**src/hdl/assert_macros.svh**
```systemverilog
// Assertion macros used by the top-level RTL file.
`ifndef ASSERT_MACROS_SVH
`define ASSERT_MACROS_SVH
// Implication checked at every rising clock edge outside reset.
`define ASSERT_IMPL(label, clk, rst, ante, cons, msg) \
   label: assert property (@(posedge clk) disable iff (rst) (ante) |-> (cons)) \
      else $error(msg);
// Next-cycle implication checked outside reset.
`define ASSERT_NEXT(label, clk, rst, ante, cons, msg) \
   label: assert property (@(posedge clk) disable iff (rst) (ante) |=> (cons)) \
      else $error(msg);
`endif

```
**src/hdl/brn_ram.sv**
```systemverilog
// Generic single-port RAM with registered read.
module brn_ram #(
   parameter int Width = 8,
   parameter int Depth = 16
) (
   input  logic                     clock,
   input  logic                     we,
   input  logic [$clog2(Depth)-1:0] addr,
   input  logic [Width-1:0]         wdata,
   output logic [Width-1:0]         rdata
);
   logic [Width-1:0] mem [Depth];
   always_ff @(posedge clock) begin
      if (we) begin
         mem[addr] <= wdata;
      end
      rdata <= mem[addr];
   end
endmodule

```
**config.mk**
```make
export PLATFORM = sky130hd
export DESIGN_NAME = brn_ram
export DESIGN_NICKNAME = d
export VERILOG_FILES = /design/src/hdl/assert_macros.svh /design/src/hdl/brn_ram.sv
export SDC_FILE = /design/constraint.sdc
export NUM_CORES = 1
export LEC_CHECK = 0
export BUFFER_PORTS_ARGS = -buffer_cell sky130_fd_sc_hd__buf_2
export CAP_MARGIN = 10
export CELL_PAD_IN_SITES_DETAIL_PLACEMENT = 2
export CELL_PAD_IN_SITES_GLOBAL_PLACEMENT = 2
export CORE_MARGIN = 3
export CORE_UTILIZATION = 37
export CTS_CLUSTER_SIZE = 20
export DETAILED_ROUTE_END_ITERATION = 6
export PLACE_DENSITY_LB_ADDON = 0.1
export SLEW_MARGIN = 20
export SYNTH_ARGS = -nofsm -noshare
export SYNTH_HDL_FRONTEND = slang
export SYNTH_SLANG_ARGS = --single-unit
export TNS_END_PERCENT = 10
```
**constraint.sdc**
```tcl
create_clock -name clock -period 2.7 [get_ports clock]
set_input_delay 0.405 -clock clock [delete_from_list [all_inputs] [get_ports clock]]
set_output_delay 0.405 -clock clock [all_outputs]
set_load 0.02 [all_outputs]
```
==> qor.txt <==
RSZ-0062 raised after global routing - no
Status - finished clean
Post-cts hold buffer count - 0
Most common cell in the netlist - edfxtp_1
Net switching power - 0.9857 mW
Worst Reg2Reg Path Length in Cells - 3
GRT Total Usage - 0.1787
Layout cells sized above 1 - 0.3412
CP Launch Point - addr[0]
Total die area - 15140 um^2
Router iterations before antenna repair - 4
Pins Over Slew Limit - 0
Max_cap viols - 0
Setup TNS - 0 ns
Initial DRC Count - 179
CP Launch Type - primary input
Post-Synth Adder-Cell Area - 0
Placer congestion estimate - 0.7060
Switch share - 0.2075
Clk_skew - 0.006655 ns
Via count - 2453
R2R setup slack - 1.19 ns
Placed cell areas - 5513 um^2
CTS max path bufs - 2
Worst-margin pin slew - 0.9559 ns
Cts repair resizes - 0
Crit path largest cell delay - 0.57 ns
Chip width - 123.0 um
NumNets Final - 297
Cell taking the most area after synthesis - edfxtp_1
Via density - 5.197
Vias in the first global route - 2767
Root buf cell - clkbuf_16
R2R Path End - rdata[3]
Area fraction of the dominant cell type after synthesis - 0.7585
Synth Area in Compound Gates - 0.02370
WL per Instance - 25.66 um
Layout area overhead - 19.28%
Syn Std Cell Area - 5067 um^2
CP Data Required Time - 2.99 ns
Fin Hold WS - 0.3806 ns
Post-route cell area - 6045 um^2
Final WL - 12110 um
Synth Area in Simple Gates - 0.03210
Syn nets - 244
Post-layout util - 0.4546
Pleak - 2.004 nW
Setup crit end - rdata[4]
CP Capture Type - flip-flop
Num CTS Buffers - 17
XOR/XNOR Fraction of Synth Area - 0
Largest net degree at the start of global routing - 17
Largest family of logic cells by synthesized area - multiplexers
Min Tclk post-route - 1.772 ns
Die H - 123.0 um
Synth Register Bits - 136
Worst slew margin - 0.3604
Slowest cell on crit path - mux4_2
# DRC - 0
Clock slew at reported path FFs - 0.06 ns
Post-synthesis mux area share - 0.1422
Clock latency at the later pin of the worst-skew pair - 0.42 ns
Post-CTS Setup Bufs - 0
CP top delay family - buffers and inverters
GRT overflow - 0
CORE AREA - 13300 um^2
Worst path bufs/invs - 2
Final hold vios - 0
Comb power frac - 0.052
Post-route ant nets - 0
Period Utilization, post-route - 0.6563
Initial antenna violation count - 0
Global-route wire length before repair - 18360 um
CP cell instances - buf_2 -> buf_4 -> mux4_2 -> a22oi_1 -> nand2_1
Final setup viols - 0
Post-Syn Instances - 230
Post-place setup slack - 0.4531 ns
Post-synth EDFFs - 128
Worst vdd ir - 442.8 uV
Setup ws final - 0.9280 ns
Crit path max fanout - 14
Synth cell count leaders - edfxtp_1 (128), mux4_2 (32), a22oi_1 (16), nor2_1 (13), nand2_1 (9)
Port buffer count - 21
Sequential Power Share - 0.500
Initial Util - 0.3811
Levels on crit path - 5
Prevailing post-synth register cell - edfxtp_1
Fillers - 1212
Antenna diodes - 0
Pint - 3.763 mW
Synth Area per Inst - 22.03 um^2
Ports - 22
Critical path class - in -> reg
Peak Freq - 564.3 MHz
Ys Warns - 0
Site Rows - 42
Count of cell types in the netlist - 18
CP arrival - 2.07 ns
Asr flop ratio synth - 0
Clock power share - 0.447
Seq/Total Area, Yosys - 0.7901
HPWL Detailed - 7794 um
Synth area leaders - edfxtp_1 (76%), mux4_2 (14%), dfxtp_1 (3.2%), a22oi_1 (2.4%), nor2_1 (0.96%)
Pwr/cell area - 785.7 nW/um^2
Type of the worst min-delay path - in -> reg
Clock sink count - 136
TritonCTS clock tree - done
Reg2reg start - mem[0][3]
H-tree Lvls - 4
sequential cells by signal, summed over array words and instances, names as in the netlist:
signal / flops
mem: 128
rdata: 8
layout make-up:
type / count / area, um^2 / share of cell area
Sequential cell: 136 / 4004 / 0.6624
Multi-Input combinational cell: 83 / 1003 / 0.1660
Clock buffer: 27 / 483.0 / 0.07990
Timing Repair Buffer: 45 / 285.3 / 0.04720
Tap cell: 176 / 220.2 / 0.03643
Clock inverter: 5 / 48.80 / 0.008073
through the flow:
step                      instances  power (mW)
after global placement          440       2.665
final                           472       4.749
after detailed placement        440       2.674
after CTS                       472       4.793
after global routing            472       4.897
after floorplan                 230       2.554
power groups by stage:
stage / Sequential [mW] / Clock (mW) / Combinational (mW)
floorplan: 2.43 / 0 / 0.122
global placement: 2.42 / 0 / 0.248
detailed placement: 2.42 / 0 / 0.254
CTS: 2.38 / 2.16 / 0.256
global route: 2.38 / 2.24 / 0.275
finish: 2.38 / 2.12 / 0.249
kinds of logic after synthesis:
logic type / Yosys count
buffers and inverters: 11
AOI/OAI and AO/OA: 16
muxes: 32
and+or+nand+nor: 35
DFF: 136
per-layer routing:
metal / wire [um] / track usage / share of wire / vias to the layer above
li1: - / - / - / 1067
met1: 5475 / 0.2409 / 0.45 / 1315
met2: 6058 / 0.2812 / 0.50 / 55
met3: 392 / 0.04026 / 0.032 / 16
met4: 182 / 0.07682 / 0.015 / 0
met5: 0 / 0 / 0 / -
worst min path at each step:
stage                     from         end  slack [ns]  cells after the start
global route          wdata[2]  mem[13][2]        0.39                      1
detailed placement  mem[15][7]    rdata[7]        0.67                      3
global placement    mem[14][7]    rdata[7]        0.65                      3
CTS                   wdata[2]  mem[13][2]        0.37                      1
finish                wdata[2]   mem[3][2]        0.38                      1
floorplan             wdata[0]   mem[0][0]        0.50                      0
placed cells by master (no fill, tap or decap), drive strengths merged:
master  Yosys  layout
a22oi      16      16
and2        1       1
buf         8      45
bufinv      0       1
clkbuf      3      27
clkinv      0       4
dfxtp       8       8
edfxtp    128     128
mux4       32      32
nand2       9       9
nand2b      2       2
nand3       1       1
nand3b      2       2
nor2       13      13
nor2b       2       2
nor3        4       4
or3b        1       1
(Power assumes the default switching activity.)
